## src/rtl/core/tree_lca_binary_lifting_top_defines.svh

```systemverilog
// Assertion macros of the tree LCA block.
// Depends on nothing; included by tlbl_dp, the module that carries assertions.
`ifndef TREE_LCA_BINARY_LIFTING_TOP_DEFINES_SVH
`define TREE_LCA_BINARY_LIFTING_TOP_DEFINES_SVH

// Same-cycle implication, disabled while reset is asserted.
`define TLBL_ASSERT_NOW(label, clk_s, rstn_s, ante, cons, msg) \
    label: assert property (@(posedge clk_s) disable iff (!rstn_s) (ante) |-> (cons)) \
        else $error(msg);

// Next-cycle implication, disabled while reset is asserted.
`define TLBL_ASSERT_NEXT(label, clk_s, rstn_s, ante, cons, msg) \
    label: assert property (@(posedge clk_s) disable iff (!rstn_s) (ante) |=> (cons)) \
        else $error(msg);

`endif

```

## src/rtl/core/tlbl_pkg.sv

```systemverilog
// Shared types and constants of the tree LCA block.
// No dependencies; used by the interfaces, the controller and the datapath.
`default_nettype none

package tlbl_pkg;

    localparam int NODE_W = 6;
    localparam int CNT_W  = 7;

    localparam logic [1:0] ACT_LOAD = 2'd0;
    localparam logic [1:0] ACT_ANC  = 2'd1;
    localparam logic [1:0] ACT_PATH = 2'd2;

    typedef enum logic [5:0] {
        OP_NOP,
        OP_ACCEPT,
        OP_CLR,
        OP_ROOT,
        OP_POP,
        OP_UGET,
        OP_DGET,
        OP_EREAD,
        OP_ECHK,
        OP_LINIT,
        OP_LRD1,
        OP_LMID,
        OP_LWR,
        OP_BDONE,
        OP_EMIT_ERR,
        OP_EMIT_NONE,
        OP_DRDA,
        OP_DGETA,
        OP_DGETB,
        OP_LFTRD,
        OP_LFTUP,
        OP_KINC,
        OP_WSELF,
        OP_JSET,
        OP_JRDU,
        OP_JGETU,
        OP_JCMP,
        OP_FRD,
        OP_FGET,
        OP_CURB,
        OP_CURA,
        OP_PUSH,
        OP_CURUP,
        OP_EMIT_CUR,
        OP_EMIT_W,
        OP_SRD,
        OP_EMIT_S
    } dp_op_t;

    typedef struct packed {
        logic   take;
        dp_op_t op;
    } dp_cmd_t;

    typedef struct packed {
        logic       fire;
        logic [1:0] in_act;
        logic       in_last;
        logic [1:0] act;
        logic       rerr;
        logic       unreach;
        logic       out_free;
        logic       vlast;
        logic       q_empty;
        logic       e_zero;
        logic       e_last;
        logic       tab_ok;
        logic       lvl_last;
        logic       dbit;
        logic       k_last;
        logic       k_zero;
        logic       uv_eq;
        logic       cur_eq_w;
        logic       sp_zero;
    } dp_stat_t;

endpackage

`default_nettype wire

```

## src/rtl/core/tlbl_ctrl.sv

```systemverilog
// Sequencing state machine of the tree LCA block.
// Depends on tlbl_pkg; drives the datapath through dp_cmd_t and reads dp_stat_t.
`default_nettype none

module tlbl_ctrl import tlbl_pkg::*;
(
    input  logic     clk,
    input  logic     rst_n,
    input  dp_stat_t stat,
    output dp_cmd_t  cmd
);

    typedef enum logic [31:0] {
        S_IDLE  = 32'h0000_0001,
        S_BCLR  = 32'h0000_0002,
        S_BROOT = 32'h0000_0004,
        S_WPOP  = 32'h0000_0008,
        S_WQ    = 32'h0000_0010,
        S_WDEP  = 32'h0000_0020,
        S_WERD  = 32'h0000_0040,
        S_WECHK = 32'h0000_0080,
        S_LRD1  = 32'h0000_0100,
        S_LMID  = 32'h0000_0200,
        S_LWR   = 32'h0000_0400,
        S_BDONE = 32'h0000_0800,
        S_QCHK  = 32'h0000_1000,
        S_QDB   = 32'h0000_2000,
        S_QDC   = 32'h0000_4000,
        S_LFT   = 32'h0000_8000,
        S_LFTW  = 32'h0001_0000,
        S_CMPS  = 32'h0002_0000,
        S_JRU   = 32'h0004_0000,
        S_JRV   = 32'h0008_0000,
        S_JCMP  = 32'h0010_0000,
        S_FIN   = 32'h0020_0000,
        S_FINW  = 32'h0040_0000,
        S_RES   = 32'h0080_0000,
        S_DN    = 32'h0100_0000,
        S_DNW   = 32'h0200_0000,
        S_UP    = 32'h0400_0000,
        S_UPW   = 32'h0800_0000,
        S_WEMIT = 32'h1000_0000,
        S_POPR  = 32'h2000_0000,
        S_POPW  = 32'h4000_0000
    } state_t;

    state_t state_reg;
    state_t state_next;

    always_comb
    begin
        state_next = state_reg;
        cmd.take   = 1'b0;
        cmd.op     = OP_NOP;
        case (state_reg)
            S_IDLE:
            begin
                cmd.take = 1'b1;
                cmd.op   = OP_ACCEPT;
                if (stat.fire)
                begin
                    case (stat.in_act)
                        ACT_LOAD:          state_next = stat.in_last ? S_BCLR : S_IDLE;
                        ACT_ANC, ACT_PATH: state_next = S_QCHK;
                        default:           state_next = S_IDLE;
                    endcase
                end
            end
            S_BCLR:
            begin
                cmd.op = OP_CLR;
                if (stat.vlast)
                    state_next = S_BROOT;
            end
            S_BROOT:
            begin
                cmd.op     = OP_ROOT;
                state_next = S_WPOP;
            end
            S_WPOP:
            begin
                if (stat.q_empty)
                begin
                    cmd.op     = OP_LINIT;
                    state_next = S_LRD1;
                end
                else
                begin
                    cmd.op     = OP_POP;
                    state_next = S_WQ;
                end
            end
            S_WQ:
            begin
                cmd.op     = OP_UGET;
                state_next = S_WDEP;
            end
            S_WDEP:
            begin
                cmd.op     = OP_DGET;
                state_next = stat.e_zero ? S_WPOP : S_WERD;
            end
            S_WERD:
            begin
                cmd.op     = OP_EREAD;
                state_next = S_WECHK;
            end
            S_WECHK:
            begin
                cmd.op     = OP_ECHK;
                state_next = stat.e_last ? S_WPOP : S_WERD;
            end
            S_LRD1:
            begin
                cmd.op     = OP_LRD1;
                state_next = S_LMID;
            end
            S_LMID:
            begin
                cmd.op = OP_LMID;
                if (stat.tab_ok)
                    state_next = S_LWR;
                else
                    state_next = stat.lvl_last ? S_BDONE : S_LRD1;
            end
            S_LWR:
            begin
                cmd.op     = OP_LWR;
                state_next = stat.lvl_last ? S_BDONE : S_LRD1;
            end
            S_BDONE:
            begin
                cmd.op     = OP_BDONE;
                state_next = S_IDLE;
            end
            S_QCHK:
            begin
                if (stat.rerr)
                begin
                    if (stat.out_free)
                    begin
                        cmd.op     = OP_EMIT_ERR;
                        state_next = S_IDLE;
                    end
                end
                else if (stat.unreach)
                begin
                    if (stat.out_free)
                    begin
                        cmd.op     = OP_EMIT_NONE;
                        state_next = S_IDLE;
                    end
                end
                else
                begin
                    cmd.op     = OP_DRDA;
                    state_next = S_QDB;
                end
            end
            S_QDB:
            begin
                cmd.op     = OP_DGETA;
                state_next = S_QDC;
            end
            S_QDC:
            begin
                cmd.op     = OP_DGETB;
                state_next = S_LFT;
            end
            S_LFT:
            begin
                if (stat.dbit)
                begin
                    cmd.op     = OP_LFTRD;
                    state_next = S_LFTW;
                end
                else if (stat.k_last)
                    state_next = S_CMPS;
                else
                    cmd.op = OP_KINC;
            end
            S_LFTW:
            begin
                cmd.op     = OP_LFTUP;
                state_next = stat.k_last ? S_CMPS : S_LFT;
            end
            S_CMPS:
            begin
                if (stat.uv_eq)
                begin
                    cmd.op     = OP_WSELF;
                    state_next = S_RES;
                end
                else
                begin
                    cmd.op     = OP_JSET;
                    state_next = S_JRU;
                end
            end
            S_JRU:
            begin
                cmd.op     = OP_JRDU;
                state_next = S_JRV;
            end
            S_JRV:
            begin
                cmd.op     = OP_JGETU;
                state_next = S_JCMP;
            end
            S_JCMP:
            begin
                cmd.op     = OP_JCMP;
                state_next = stat.k_zero ? S_FIN : S_JRU;
            end
            S_FIN:
            begin
                cmd.op     = OP_FRD;
                state_next = S_FINW;
            end
            S_FINW:
            begin
                cmd.op     = OP_FGET;
                state_next = S_RES;
            end
            S_RES:
            begin
                if (stat.act == ACT_PATH)
                begin
                    cmd.op     = OP_CURB;
                    state_next = S_DN;
                end
                else if (stat.out_free)
                begin
                    cmd.op     = OP_EMIT_W;
                    state_next = S_IDLE;
                end
            end
            // The leg below the ancestor is stacked first so that the last flag
            // of the whole path is known when the ancestor itself goes out.
            S_DN:
            begin
                if (stat.cur_eq_w)
                begin
                    cmd.op     = OP_CURA;
                    state_next = S_UP;
                end
                else
                begin
                    cmd.op     = OP_PUSH;
                    state_next = S_DNW;
                end
            end
            S_DNW:
            begin
                if (stat.tab_ok)
                begin
                    cmd.op     = OP_CURUP;
                    state_next = S_DN;
                end
                else
                begin
                    cmd.op     = OP_CURA;
                    state_next = S_UP;
                end
            end
            S_UP:
            begin
                if (stat.cur_eq_w)
                    state_next = S_WEMIT;
                else if (stat.out_free)
                begin
                    cmd.op     = OP_EMIT_CUR;
                    state_next = S_UPW;
                end
            end
            S_UPW:
            begin
                if (stat.tab_ok)
                begin
                    cmd.op     = OP_CURUP;
                    state_next = S_UP;
                end
                else
                    state_next = S_WEMIT;
            end
            S_WEMIT:
            begin
                if (stat.out_free)
                begin
                    cmd.op     = OP_EMIT_W;
                    state_next = stat.sp_zero ? S_IDLE : S_POPR;
                end
            end
            S_POPR:
            begin
                cmd.op     = OP_SRD;
                state_next = S_POPW;
            end
            S_POPW:
            begin
                if (stat.out_free)
                begin
                    cmd.op     = OP_EMIT_S;
                    state_next = stat.sp_zero ? S_IDLE : S_POPR;
                end
            end
            default:
                state_next = S_IDLE;
        endcase
    end

    always_ff @(posedge clk or negedge rst_n)
    begin
        if (!rst_n)
            state_reg <= S_IDLE;
        else
            state_reg <= state_next;
    end

endmodule

`default_nettype wire

```

## config.mk

```make
export PLATFORM = sky130hd
export DESIGN_NAME = tlbl_ctrl
export DESIGN_NICKNAME = d
export VERILOG_FILES = /design/src/rtl/core/tree_lca_binary_lifting_top_defines.svh /design/src/rtl/core/tlbl_pkg.sv /design/src/rtl/core/tlbl_ctrl.sv
export SDC_FILE = /design/constraint.sdc
export NUM_CORES = 1
export LEC_CHECK = 0
export BUFFER_PORTS_ARGS = -buffer_cell sky130_fd_sc_hd__clkbuf_2
export CAP_MARGIN = 15
export CORE_ASPECT_RATIO = 2
export CORE_MARGIN = 2
export CORE_UTILIZATION = 58
export CTS_CLUSTER_SIZE = 25
export DETAILED_ROUTE_END_ITERATION = 8
export PLACE_DENSITY = 0.83
export SLEW_MARGIN = 20
export SYNTH_ARGS = -nofsm -noshare
export SYNTH_HDL_FRONTEND = slang
export SYNTH_SLANG_ARGS = --single-unit
```

## constraint.sdc

```tcl
create_clock -name clk -period 3 [get_ports clk]
set_input_delay 0.45 -clock clk [delete_from_list [all_inputs] [get_ports clk]]
set_output_delay 0.45 -clock clk [all_outputs]
set_load 0.03 [all_outputs]
```

==> run summary <==
The flow ran to the end, but the final reports show violations. The final reports fail on setup timing. The final max-slew violation count was 0. STA puts the critical path data arrival time at 2.73 ns. The end-of-flow core utilization was 79.0%. The clock skew is 0.0104 ns, and the number of nets in the synthesized netlist is 306.

For the max-capacitance violation count, the log shows 0. The most instantiated flip-flop cell in the synthesis netlist is sky130_fd_sc_hd__dfrtp_1. Leaving out fill and tap cells, the most frequent cell in the layout is sky130_fd_sc_hd__buf_4.

The via count of the first global-routing pass is 2761. Net switching is 30.7% of the power. The logs give 63 for the distinct cell type count of the synthesized netlist and 0 for the yosys synthesis warning count. Cells with a size suffix above 1 make up 36.2% of the layout. The worst setup path is launched from a flop. The sequential cell fraction of total power was 41.8%; the number of antenna repair diodes was 0.

Entering global routing, the biggest net connects 33 pins. The final layout contains routed wiring with a total length of 8440 um. Timing analysis after detailed placement gives a worst setup slack of -0.0343 ns.

Nature of the critical path endpoint: an output pin. The total half-perimeter wirelength after legalization and detailed placement was 6190 um. The tree is rooted in a sky130_fd_sc_hd__clkbuf_8. The worst-case IR drop observed on VDD is 0.000376 V. In this run the power spent charging and discharging nets is 0.328 mW. The final layout contains 382 nets. The average wire per cell in the routed design works out to 20.5 um. Setup violations remaining at the end of the flow were counted as 5. At the pin with the least slew margin, the transition time is 0.801 ns.

The H-tree depth is 2. The share of flip-flops with an asynchronous set or reset after synthesis was 100%; the number of nets with antenna violations after detailed routing was 0. Port buffering added 29 buffers. The share of Yosys cell area claimed by the top area cell type is 31.6%. Setup repair after global routing could not meet its margin everywhere. From left edge to right edge, the die measures 50.0 um. The power per standard cell area works out to 331 nW/um^2. For this block, the initial DRC count from the detailed router was 166. The post-synthesis instance total came out at 282. The average cell area after synthesis works out to 8.70 um^2. TritonCTS built the clock tree. For the final worst slack, the log shows -0.181 ns. The pre-antenna-repair detailed-routing pass consisted of 6 iterations. The clock drives 32 sinks.

Per report_power, the combinational group accounts for 25.5% of the total. After routing the design area is 3230 um^2. The logs give 2890 um^2 for the post-placement cell area and 33 for the standard-cell row count. Register bit count reported by yosys: 32. The cell type with the largest total area after synthesis was sky130_fd_sc_hd__dfrtp_1.

Buffers inserted during clock tree synthesis total 5. Leaving out fill and tap cells, the most frequent cells in the layout are sky130_fd_sc_hd__buf_4, sky130_fd_sc_hd__nor2_1, sky130_fd_sc_hd__dfrtp_1. The cell area that synthesis handed to floorplanning was 2450 um^2.

The wire length of the first global-routing pass is 13300 um. In the routed layout, each cell is associated on average with a via count of 6.90. The tools report the number of antenna violations at the first check in global routing as 0. By area the synthesized netlist is led by sky130_fd_sc_hd__dfrtp_1, sky130_fd_sc_hd__nor2_1, sky130_fd_sc_hd__nor4_4, sky130_fd_sc_hd__nor4_1, sky130_fd_sc_hd__nor4b_1. The register with the most flip-flops in the layout has 32 of them. The area of the die was 4800 um^2.

Sequential cells were found to cover 32.7% of the synthesized design area. The final number of hold-violating endpoints is 0. By startpoint and endpoint, the worst setup path is classified as flop to output pin. The total vias in the final route is 2834, and the remaining global-route overflow is 0. Measured against its own limit, the worst slew margin works out to 46.6%.

The path class of the tightest hold or removal check is input port to async pin. The internal power of the cells totals 0.740 mW. Clock latency on the worst-skew pair, taken at its later pin, is 0.29 ns. For this run, the top clock speed supported by timing is 0.314 GHz.

The worst register-to-register path has a setup slack of 0.36 ns. The shortest period the worst path allows was 3.18 ns. In the final timing run, aggregate negative setup slack is -0.694 ns. During I/O placement, the number of pins put on the boundary was 30. Power after layout: 1.07 mW. The logs give 0 for the count of unresolved DRC violations after routing and 2.55 ns for the data required time at the worst endpoint. For the number of filler instances in the final layout, the log shows 272. The number of buffers inserted by hold repair at cts was 0; the number of flops mapped to enable cells by yosys was 0.

The highest net fanout along the worst path is 5, and the starting utilization of the core area is 60.0%. For this design the static power due to leakage is 1.51 nW. Relative to the synthesized area, the layout overhead comes to 31.6%.

The logs give 4090 um^2 for the core outline area and 36.9% for the global router's overall resource usage. The die is 96.0 um tall. The logs give 2 for the buffer depth of the longest clock path and 32.7% for the part of the total power dissipated in the clock network. Dividing the final minimum period by the clock period gives 106%. The placer's final routability congestion estimate is 1.02, and the clock-pin slew on the worst setup and hold paths is 0.07 ns.
-- worst max-delay path: stages, from the launching register on --
cell and delay (ns):
sky130_fd_sc_hd__dfrtp_1 0.41, sky130_fd_sc_hd__nor4_4 0.48, sky130_fd_sc_hd__nand4_1 0.21, sky130_fd_sc_hd__or4b_4 0.57
sky130_fd_sc_hd__o32ai_4 0.33, sky130_fd_sc_hd__a311oi_2 0.12, sky130_fd_sc_hd__nand3b_1 0.17, sky130_fd_sc_hd__clkbuf_8 0.17
-- cells by family after synthesis --
logic type	count (synthesis)	share of synthesized area, %
buffers and inverters	28	5.61
other	1	0.153
AO/OA/AOI/OAI	43	12.6
flip-flops	32	32.7
AND/OR/NAND/NOR	167	44.8
XOR/XNOR	10	3.57
adder cells (fa/ha/maj)	1	0.510
-- cells in the mapped netlist (all sizes together) (5+ instances only) --
cell / number
nand3: 11
nor4: 20
o21ai: 11
nand2: 19
nor3: 15
nor4b: 9
buf: 10
xor2: 6
dfrtp: 31
a21oi: 5
nand4: 7
or4: 8
inv: 14
nand4b: 7
nor2: 33
and4: 6
-- path summary, 6_finish.rpt --
path | depth (start not counted) | endpoint | startpoint
max in group asynchronous | 1 | state_reg[3]$_DFFE_PN0P_ | rst_n
min | 1 | state_reg[12]$_DFFE_PN0P_ | rst_n
max | 7 | cmd[3] | state_reg[4]$_DFFE_PN0P_
min in group clk | 2 | state_reg[29]$_DFFE_PN0P_ | stat[0]
max reg2reg | 8 | state_reg[1]$_DFFE_PN0P_ | state_reg[10]$_DFFE_PN0P_
min reg2reg | 2 | state_reg[11]$_DFFE_PN0P_ | state_reg[11]$_DFFE_PN0P_
-- power groups by stage --
stage          clock network [mW]  registers (mW)  logic, mW
6_report                    0.350           0.446      0.273
5_1_grt                     0.366           0.446      0.289
4_1_cts                     0.347           0.446      0.249
3_5_place_dp                    0           0.457      0.212
3_3_place_gp                    0           0.456      0.210
2_1_floorplan                   0           0.455      0.129
-- metal layers --
layer / track usage [%] / wire length [um] / share of wire, % / vias up
li1: - / - / - / 1229
met1: 37.0 / 2790 / 33 / 1331
met2: 67.9 / 4390 / 52 / 191
met3: 4.81 / 526 / 6.2 / 83
met4: 26.4 / 731 / 8.7 / 0
met5: 0 / 0 / 0 / -
-- cell type report --
class | instances | area (um^2) | share of cell area (%)
well taps | 52 | 65.1 | 2.02
flip-flops and latches | 32 | 807 | 25.0
multi-input cells | 223 | 1630 | 50.3
clock buffers | 8 | 90.1 | 2.79
repair buffers | 82 | 588 | 18.2
inverters | 14 | 52.6 | 1.63
-- through the flow --
step	std cells	hold slack, ns
after floorplan	282	0.154
after global placement	390	0.562
after detailed placement	390	0.568
after CTS	408	0.270
after global routing	411	0.312
final	411	0.237
-- what timing repair did --
| item | in CTS | in global routing |
|---|---|---|
| gates cloned | 1 | 0 |
| resized for setup | 27 | 8 |
| setup buffers | 9 | 3 |
| setup endpoints to repair | 6 | 7 |
| pin swaps | 12 | 10 |
Power figures use the tool's default switching activity.
